[src/rtl/lrosm_pkg.sv]
// Shared types and constants for the lidar row outlier repair block.
// No dependencies; imported by every module of the block.
`timescale 1ns / 1ps

package lrosm_pkg;

	localparam int SPEED_W   = 24;
	localparam int SNR_W     = 16;
	localparam int THR_W     = 23;
	localparam int GATE_W    = 6;
	localparam int CFG_IDX_W = 1;
	localparam int CFG_W     = THR_W;

	// register indexes on the configuration port
	localparam logic [CFG_IDX_W-1:0] CFG_THRESHOLD = 1'd0;
	localparam logic [CFG_IDX_W-1:0] CFG_SNR_LEVEL = 1'd1;

	localparam logic [THR_W-1:0] THRESHOLD_RESET = 23'd1280;
	localparam logic [SNR_W-1:0] SNR_LEVEL_RESET = 16'd0;

	// result queue: one gate can release two words
	localparam int QDEPTH = 4;
	localparam int QPTR_W = 2;
	localparam int QCNT_W = 3;

	typedef struct packed {
		logic signed [SPEED_W-1:0] speed_sample;
		logic                      speed_valid;
		logic signed [SNR_W-1:0]   snr_sample;
		logic                      snr_valid;
		logic                      row_end;
	} in_t;

	typedef struct packed {
		logic signed [SPEED_W-1:0] speed_out;
		logic                      speed_out_valid;
		logic [GATE_W-1:0]         gate_index;
		logic                      row_done;
		logic                      mask_found;
		logic [GATE_W-1:0]         mask_gate;
	} out_t;

	// words produced for one accepted gate
	typedef struct packed {
		logic push_held;
		logic push_last;
	} push_t;

	typedef struct packed {
		logic              room;
		logic [QCNT_W-1:0] count;
	} q_stat_t;

endpackage

[src/rtl/lrosm_core.sv]
// Row state, configuration registers and the neighbor average repair logic.
// Depends on lrosm_pkg.
`timescale 1ns / 1ps

module lrosm_core
	import lrosm_pkg::*;
#(
	parameter int MAX_GATES = 64
) (
	input  logic                 clk,
	input  logic                 arst_n,
	input  logic                 cfg_we,
	input  logic [CFG_IDX_W-1:0] cfg_index,
	input  logic [CFG_W-1:0]     cfg_data,
	input  logic                 take,
	input  in_t                  in_word,
	output push_t                push,
	output out_t                 held_word,
	output out_t                 last_word
);

	localparam int LIM_INT = (MAX_GATES - 1 > 63) ? 63 : MAX_GATES - 1;
	localparam logic [GATE_W-1:0] GATE_LIM = GATE_W'(LIM_INT);

	logic [THR_W-1:0]          threshold_q;
	logic signed [SNR_W-1:0]   snr_level_q;
	logic signed [SPEED_W-1:0] held_speed_q;
	logic                      held_valid_q;
	logic signed [SPEED_W-1:0] left_speed_q;
	logic                      left_valid_q;
	logic [GATE_W-1:0]         gate_count_q;
	logic                      mask_hit_q;
	logic [GATE_W-1:0]         mask_pos_q;
	logic                      row_open_q;

	logic signed [SPEED_W-1:0] spd;
	logic [GATE_W-1:0]         ci;
	logic                      hit_now;
	logic                      hit_new;
	logic [GATE_W-1:0]         pos_new;
	logic signed [SPEED_W:0]   sum;
	logic signed [SPEED_W-1:0] avg;
	logic signed [SPEED_W:0]   diff;
	logic [SPEED_W:0]          adiff;
	logic                      repair;
	logic signed [SPEED_W-1:0] res;

	always_comb begin
		spd = in_word.speed_valid ? in_word.speed_sample : '0;
		if (!row_open_q) begin
			ci = '0;
		end else if (gate_count_q >= GATE_LIM) begin
			ci = GATE_LIM;
		end else begin
			ci = gate_count_q + GATE_W'(1);
		end

		hit_now = in_word.snr_valid && (in_word.snr_sample < snr_level_q) && !mask_hit_q;
		hit_new = mask_hit_q || hit_now;
		pos_new = hit_now ? ci : mask_pos_q;

		// sum >>> 1 floors toward minus infinity
		sum   = {left_speed_q[SPEED_W-1], left_speed_q} + {spd[SPEED_W-1], spd};
		avg   = sum[SPEED_W:1];
		diff  = {held_speed_q[SPEED_W-1], held_speed_q} - {avg[SPEED_W-1], avg};
		adiff = diff[SPEED_W] ? (SPEED_W+1)'(0) - diff : diff;
		repair = (gate_count_q != '0) && held_valid_q && left_valid_q && in_word.speed_valid
			&& (adiff > {2'b00, threshold_q});
		res = repair ? avg : held_speed_q;

		push.push_held = row_open_q;
		push.push_last = in_word.row_end;

		held_word.speed_out       = held_valid_q ? res : '0;
		held_word.speed_out_valid = held_valid_q;
		held_word.gate_index      = gate_count_q;
		held_word.row_done        = 1'b0;
		held_word.mask_found      = 1'b0;
		held_word.mask_gate       = '0;

		last_word.speed_out       = spd;
		last_word.speed_out_valid = in_word.speed_valid;
		last_word.gate_index      = ci;
		last_word.row_done        = 1'b1;
		last_word.mask_found      = hit_new;
		last_word.mask_gate       = hit_new ? pos_new : '0;
	end

	always_ff @(posedge clk or negedge arst_n) begin
		if (!arst_n) begin
			threshold_q  <= THRESHOLD_RESET;
			snr_level_q  <= SNR_LEVEL_RESET;
			held_speed_q <= '0;
			held_valid_q <= 1'b0;
			left_speed_q <= '0;
			left_valid_q <= 1'b0;
			gate_count_q <= '0;
			mask_hit_q   <= 1'b0;
			mask_pos_q   <= '0;
			row_open_q   <= 1'b0;
		end else begin
			if (cfg_we) begin
				unique case (cfg_index)
					CFG_THRESHOLD: threshold_q <= cfg_data;
					CFG_SNR_LEVEL: snr_level_q <= cfg_data[SNR_W-1:0];
					default: ;
				endcase
			end
			if (take) begin
				if (in_word.row_end) begin
					held_speed_q <= '0;
					held_valid_q <= 1'b0;
					left_speed_q <= '0;
					left_valid_q <= 1'b0;
					gate_count_q <= '0;
					mask_hit_q   <= 1'b0;
					mask_pos_q   <= '0;
					row_open_q   <= 1'b0;
				end else begin
					if (row_open_q) begin
						left_speed_q <= held_valid_q ? res : '0;
						left_valid_q <= held_valid_q;
					end
					held_speed_q <= spd;
					held_valid_q <= in_word.speed_valid;
					gate_count_q <= ci;
					mask_hit_q   <= hit_new;
					mask_pos_q   <= pos_new;
					row_open_q   <= 1'b1;
				end
			end
		end
	end

endmodule

[src/rtl/lrosm_outq.sv]
// Result queue: takes up to two words per cycle, hands out one per cycle while out_stall is low.
// Depends on lrosm_pkg.
`timescale 1ns / 1ps

module lrosm_outq
	import lrosm_pkg::*;
(
	input  logic    clk,
	input  logic    arst_n,
	input  logic    take,
	input  push_t   push,
	input  out_t    held_word,
	input  out_t    last_word,
	output logic    out_valid,
	input  logic    out_stall,
	output out_t    out_word,
	output q_stat_t stat
);

	out_t              mem_q [QDEPTH];
	logic [QPTR_W-1:0] wr_ptr_q;
	logic [QPTR_W-1:0] rd_ptr_q;
	logic [QCNT_W-1:0] count_q;

	logic              pop;
	logic              wr0;
	logic              wr1;
	logic [QPTR_W-1:0] wr1_ptr;
	logic [QCNT_W-1:0] after_pop;
	logic [QCNT_W-1:0] n_push;

	always_comb begin
		out_valid = (count_q != '0);
		out_word  = mem_q[rd_ptr_q];
		pop       = out_valid && !out_stall;
		after_pop = count_q - QCNT_W'(pop);
		// an accepted gate may push two words
		stat.room  = (after_pop <= QCNT_W'(QDEPTH - 2));
		stat.count = count_q;
		wr0     = take && push.push_held;
		wr1     = take && push.push_last;
		wr1_ptr = wr_ptr_q + QPTR_W'(wr0);
		n_push  = QCNT_W'(wr0) + QCNT_W'(wr1);
	end

	always_ff @(posedge clk) begin
		if (wr0) begin
			mem_q[wr_ptr_q] <= held_word;
		end
		if (wr1) begin
			mem_q[wr1_ptr] <= last_word;
		end
	end

	always_ff @(posedge clk or negedge arst_n) begin
		if (!arst_n) begin
			wr_ptr_q <= '0;
			rd_ptr_q <= '0;
			count_q  <= '0;
		end else begin
			wr_ptr_q <= wr_ptr_q + n_push[QPTR_W-1:0];
			rd_ptr_q <= rd_ptr_q + QPTR_W'(pop);
			count_q  <= after_pop + n_push;
		end
	end

endmodule

[src/rtl/lidar_row_outlier_repair_snr_mask.sv]
// Lidar row outlier repair with SNR mask, top level.
// Latency: a released word is on out_valid in the cycle after the taking edge when the queue
// is empty; a row's last gate is queued behind its held neighbor in the same take, and every other gate
// is released when the next gate of its row is taken.
// Throughput: one gate per cycle; in_stall rises only while fewer than two of the four queue
// slots would be free. Reset clears all row state and the queue and loads the register resets.
`timescale 1ns / 1ps

module lidar_row_outlier_repair_snr_mask
	import lrosm_pkg::*;
#(
	parameter int MAX_GATES = 64
) (
	input  logic                 clk,
	input  logic                 arst_n,
	input  logic                 in_valid,
	output logic                 in_stall,
	input  in_t                  in_word,
	output logic                 out_valid,
	input  logic                 out_stall,
	output out_t                 out_word,
	input  logic                 cfg_we,
	input  logic [CFG_IDX_W-1:0] cfg_index,
	input  logic [CFG_W-1:0]     cfg_data
);

	logic    take;
	push_t   push;
	out_t    held_word;
	out_t    last_word;
	q_stat_t stat;

	assign in_stall = !stat.room;
	assign take     = in_valid && stat.room;

	lrosm_core #(
		.MAX_GATES(MAX_GATES)
	) u_core (
		.clk      (clk),
		.arst_n   (arst_n),
		.cfg_we   (cfg_we),
		.cfg_index(cfg_index),
		.cfg_data (cfg_data),
		.take     (take),
		.in_word  (in_word),
		.push     (push),
		.held_word(held_word),
		.last_word(last_word)
	);

	lrosm_outq u_outq (
		.clk      (clk),
		.arst_n   (arst_n),
		.take     (take),
		.push     (push),
		.held_word(held_word),
		.last_word(last_word),
		.out_valid(out_valid),
		.out_stall(out_stall),
		.out_word (out_word),
		.stat     (stat)
	);

	a_q_bound: assert property (@(posedge clk) disable iff (!arst_n)
		stat.count <= QCNT_W'(QDEPTH))
		else $error("result queue over depth");

	a_empty_room: assert property (@(posedge clk) disable iff (!arst_n)
		!out_valid |-> !in_stall)
		else $error("stall with empty result queue");

	a_row_end_out: assert property (@(posedge clk) disable iff (!arst_n)
		(in_valid && !in_stall && in_word.row_end) |=> out_valid)
		else $error("row end gave no result word");

endmodule

[config.mk]
export PLATFORM = sky130hd
export DESIGN_NAME = lidar_row_outlier_repair_snr_mask
export DESIGN_NICKNAME = d
export VERILOG_FILES = /design/src/rtl/lrosm_pkg.sv /design/src/rtl/lrosm_core.sv /design/src/rtl/lrosm_outq.sv /design/src/rtl/lidar_row_outlier_repair_snr_mask.sv
export SDC_FILE = /design/constraint.sdc
export NUM_CORES = 1
export LEC_CHECK = 0
export BUFFER_PORTS_ARGS = -buffer_cell sky130_fd_sc_hd__buf_4
export CAP_MARGIN = 20
export CORE_UTILIZATION = 50
export CTS_BUF_LIST = sky130_fd_sc_hd__clkbuf_8
export CTS_CLUSTER_DIAMETER = 60
export DETAILED_ROUTE_END_ITERATION = 8
export PLACE_DENSITY = 0.68
export SYNTH_ARGS = -nofsm -noshare
export SYNTH_HDL_FRONTEND = slang
export SYNTH_SLANG_ARGS = --single-unit
[constraint.sdc]
create_clock -name clk -period 8.9 [get_ports clk]
set_clock_uncertainty 0.15 [all_clocks]
set_input_delay 0 -clock clk [delete_from_list [all_inputs] [get_ports clk]]
set_output_delay 0 -clock clk [all_outputs]
set_load 0.05 [all_outputs]
==> flow_summary_export.csv <==
group,metric,value,unit
clock_network,post_cts_buffers,0,
sta,setup_slack,0.613,ns
final_layout,final_core_util,61.5,%
sta,finalSetupViolCount,0,
floorplanning,die_x,191,um
power,leakage,9.01,nW
global_routing,grt_max_degree,92,
final_layout,stdcell_count,2555,
clock_network,path_clk_slew,0.06,ns
clock_network,htree_levels,2,
drt,wire_per_inst,22.9,um
clock_network,cts_tree,"built",
floorplanning,core_area,34900,um^2
synth,synth-compound-area-share,18.8,%
power,finalPower,8.38,mW
global_routing,grtUsageTotal,32.4,%
min_path,hold_class,"input pin to flip-flop",
synth,syn_nets,2035,
floorplanning,initial_core_util,51.3,%
synth,synthArstFlopShare,41.4,%
synth,postSynthRegisterBits,266,
synth,synth_warnings,0,
power,vdd_ir_drop_max,0.000981,V
synth,synth_top_flop_cell,"edfxtp_1",
worst_setup_path,slowest_delay,0.55,ns
sta,maxSlewHeadroom,20.7,%
synth,seq_area_frac_synth,41.3,%
final_layout,post_route_cells_drive_above_1_share,15.8,%
worst_setup_path,worstSetupPathType,"input pin to flip-flop",
synth,yosysTopAreaCell,"edfxtp_1",
synth,synth_area_per_cell,9.55,um^2
floorplanning,dieHeight,191,um
drt,ant_nets,0,
global_routing,grt_pass1_wl,90400,um
clock_network,cts_sinks,266,
clock_network,cts-buffers-inserted,47,
sta,worstMarginPinSlew,1.19,ns
placed_design,gp_congestion,0.928,
synth,yosys.area.top_type_share,25.5,%
synth,synth-simple-area-share,18.6,%
clock_network,ctsRootBufferMaster,"clkbuf_8",
synth,synth_area_leaders,"edfxtp_1 (26%), dfrtp_1 (15%), ha_1 (6.1%)",
sta,period_share,93.1,%
synth,yosysMostFrequentCell,"nand2_1",
synth,syn_inst,1874,
final_layout,multiInputGateArea,9660,um^2
worst_setup_path,cp-start-kind,"input pin",
worst_setup_path,end_kind,"flip-flop",
placed_design,io_buffers,112,
floorplanning,io-pin-count,113,
placed_design,dp_slack,0.517,ns
synth,synth_mux_area_share,6.21,%
sta,fmax,121,MHz
synth,ys_top_cells_by_count,"nand2_1 (257), edfxtp_1 (152), clkbuf_1 (122)",
sta,rsz0062_at_grt,"false",
drt,drc_errors,0,
worst_setup_path,slowest_stage,"dlygate4sd3_1",
final_layout,fillCellCount,2909,
clock_network,clk_path_buf_depth,3,
final_layout,antenna_cells,0,
drt,first_pass_iters,6,
final_layout,final-seq-area,7400,um^2
global_routing,gr-total-overflow,0,
worst_setup_path,cp.arrival,8.53,ns
power,power.density,390,nW/um^2
placed_design,dp_hpwl,38200,um
worst_setup_path,path_common_cell,"o21ai_0",
floorplanning,fp-row-count,68,
drt,drt_iter0_drc,1782,
synth,synth.distinct_cells,88,
sta,tns,0,ns
floorplanning,dieArea,36600,um^2
clock_network,clk_latency,0.65,ns
synth,synth_fa_ha_area_share,6.53,%
global_routing,grt_pass1_vias,15900,
final_layout,layout-area-overhead-vs-synth,19.9,%
drt,routed_wl,58400,um
final_layout,nNetsFinal,2224,
global_routing,antenna_found_initial,0,
job,max_cap_viol_count,0,
sta,drv_slew,0,
synth,syn_area,17900,um^2
worst_setup_path,crit_fanout,58,
synth,synth_top_family_by_area,"compound AO/OA/AOI/OAI gates",
placed_design,place_inst,2330,
sta,fin_crit,8.29,ns
drt,viasPerCell,6.36,
synth,synth_xor_xnor_area_share,3.52,%
synth,synth_edf_count,152,
sta,hold_viol_final,0,
status,outcome,"complete, no violations",
drt,vias,16200,
worst_setup_path,crit_required,9.14,ns
## kinds of logic (layout without fill, tap and decap cells)
logic type,after synthesis,count (layout)
muxes,60,60
adders and majority gates,93,93
and+or+nand+nor,669,669
xor gates and xnor gates,72,72
buffers and inverters,231,457
DFF,266,266
AOI/OAI and AO/OA,483,483
## state kept, by name, summed over array words and instances, names as in the netlist
register             flops
u_core.held_valid_q      1
u_core.gate_count_q      6
u_core.row_open_q        1
u_outq.mem_q           156
u_core.left_valid_q      1
u_core.mask_hit_q        1
u_core.threshold_q      23
u_outq.rd_ptr_q          2
u_outq.count_q           3
u_core.left_speed_q     24
u_outq.wr_ptr_q          2
u_core.held_speed_q     24
u_core.snr_level_q      16
u_core.mask_pos_q        6
## critical path, delay by kind of cell
kind            cells  cell delay, ns
fa+ha+maj           3            1.04
buf+inv             4            1.35
simple gates        5            1.07
xor+xnor            2            0.48
compound gates     15            4.23
mux                 1            0.29
## routing by layer
metal	track usage [%]	part of all wire, %	vias to the layer above
li1	-	-	7367
met1	42.3	40	7788
met2	52.4	47	891
met3	4.66	8.8	197
met4	16.4	4.8	2
met5	1.37	0.11	-
## path summary, 6_finish.rpt
path                                        start  depth (start not counted)                     end  slack (ns)
setup / recovery                      in_word[18]                         30     u_outq.mem_q[2][32]        0.61
hold / removal                        cfg_data[0]                          3   u_core.snr_level_q[0]        0.03
setup reg to reg           u_core.left_speed_q[1]                         27     u_outq.mem_q[2][32]        0.62
hold reg to reg                u_outq.mem_q[2][7]                          2      u_outq.mem_q[2][7]        0.29
max in group asynchronous                  arst_n                          4      u_outq.rd_ptr_q[0]        7.22
min in group asynchronous                  arst_n                          3  u_core.threshold_q[10]        0.33
## per-stage QoR
stage	instance area [um^2]	hold WS, ns
after floorplan	17900	-0.446
final	21500	0.0273
after global routing	21500	0.0136
after global placement	19100	-0.116
after detailed placement	19100	-0.106
after CTS	21400	0.00240
## power by group
part           internal [mW]  switching, mW  total, mW
Combinational           1.81           3.62       5.43
Clock                  0.592          0.552       1.14
Sequential              1.55          0.245       1.80
Total                   3.96           4.42       8.38
## cells in the final DEF (no fill, tap or decap), types with 9 or more instances in the layout
| cell | synthesis | final |
|---|---|---|
| xnor2_1 | 50 | 50 |
| or4_1 | 11 | 11 |
| a311o_1 | 12 | 12 |
| a211o_1 | 39 | 39 |
| dlygate4sd3_1 | 0 | 138 |
| a31oi_1 | 13 | 13 |
| and3_1 | 20 | 20 |
| buf_4 | 1 | 149 |
| nand4_1 | 27 | 27 |
| xor2_1 | 22 | 22 |
| mux2_2 | 18 | 18 |
| a211oi_1 | 15 | 15 |
| o211ai_1 | 46 | 46 |
| edfxtp_1 | 152 | 152 |
| dfrtp_1 | 108 | 106 |
| or3_1 | 19 | 19 |
| and2_1 | 36 | 36 |
| o31ai_1 | 44 | 42 |
| a21o_1 | 24 | 24 |
| clkbuf_8 | 0 | 51 |
| nor4_1 | 61 | 61 |
| clkinv_2 | 0 | 11 |
| nand2_1 | 257 | 253 |
| or2_2 | 10 | 10 |
| nand3_1 | 46 | 46 |
| nor2b_1 | 16 | 15 |
| a21oi_1 | 98 | 98 |
| a22o_1 | 9 | 9 |
| o21ai_0 | 93 | 93 |
| inv_1 | 80 | 88 |
| nor2_1 | 101 | 100 |
| ha_1 | 87 | 87 |
| nand3b_1 | 18 | 18 |
| mux4_2 | 39 | 39 |
| nor3_1 | 17 | 15 |
| clkinv_1 | 0 | 11 |
| nand2b_1 | 9 | 9 |
## repair_timing
item,CTS,global route
setup endpoints to repair,0,107
hold endpoints to repair,229,0
gates resized for setup,0,3
hold buffers,139,0
## layout make-up
class,instances,share of cell area [%]
Timing Repair Buffer,291,12.1
Clock buffer,51,3.27
Inverter,80,1.40
Clock inverter,35,1.02
Sequential cell,266,34.5
Multi-Input combinational cell,1377,45.0
Tap cell,455,2.65
Note: power is estimated with default switching activity, not from simulation.
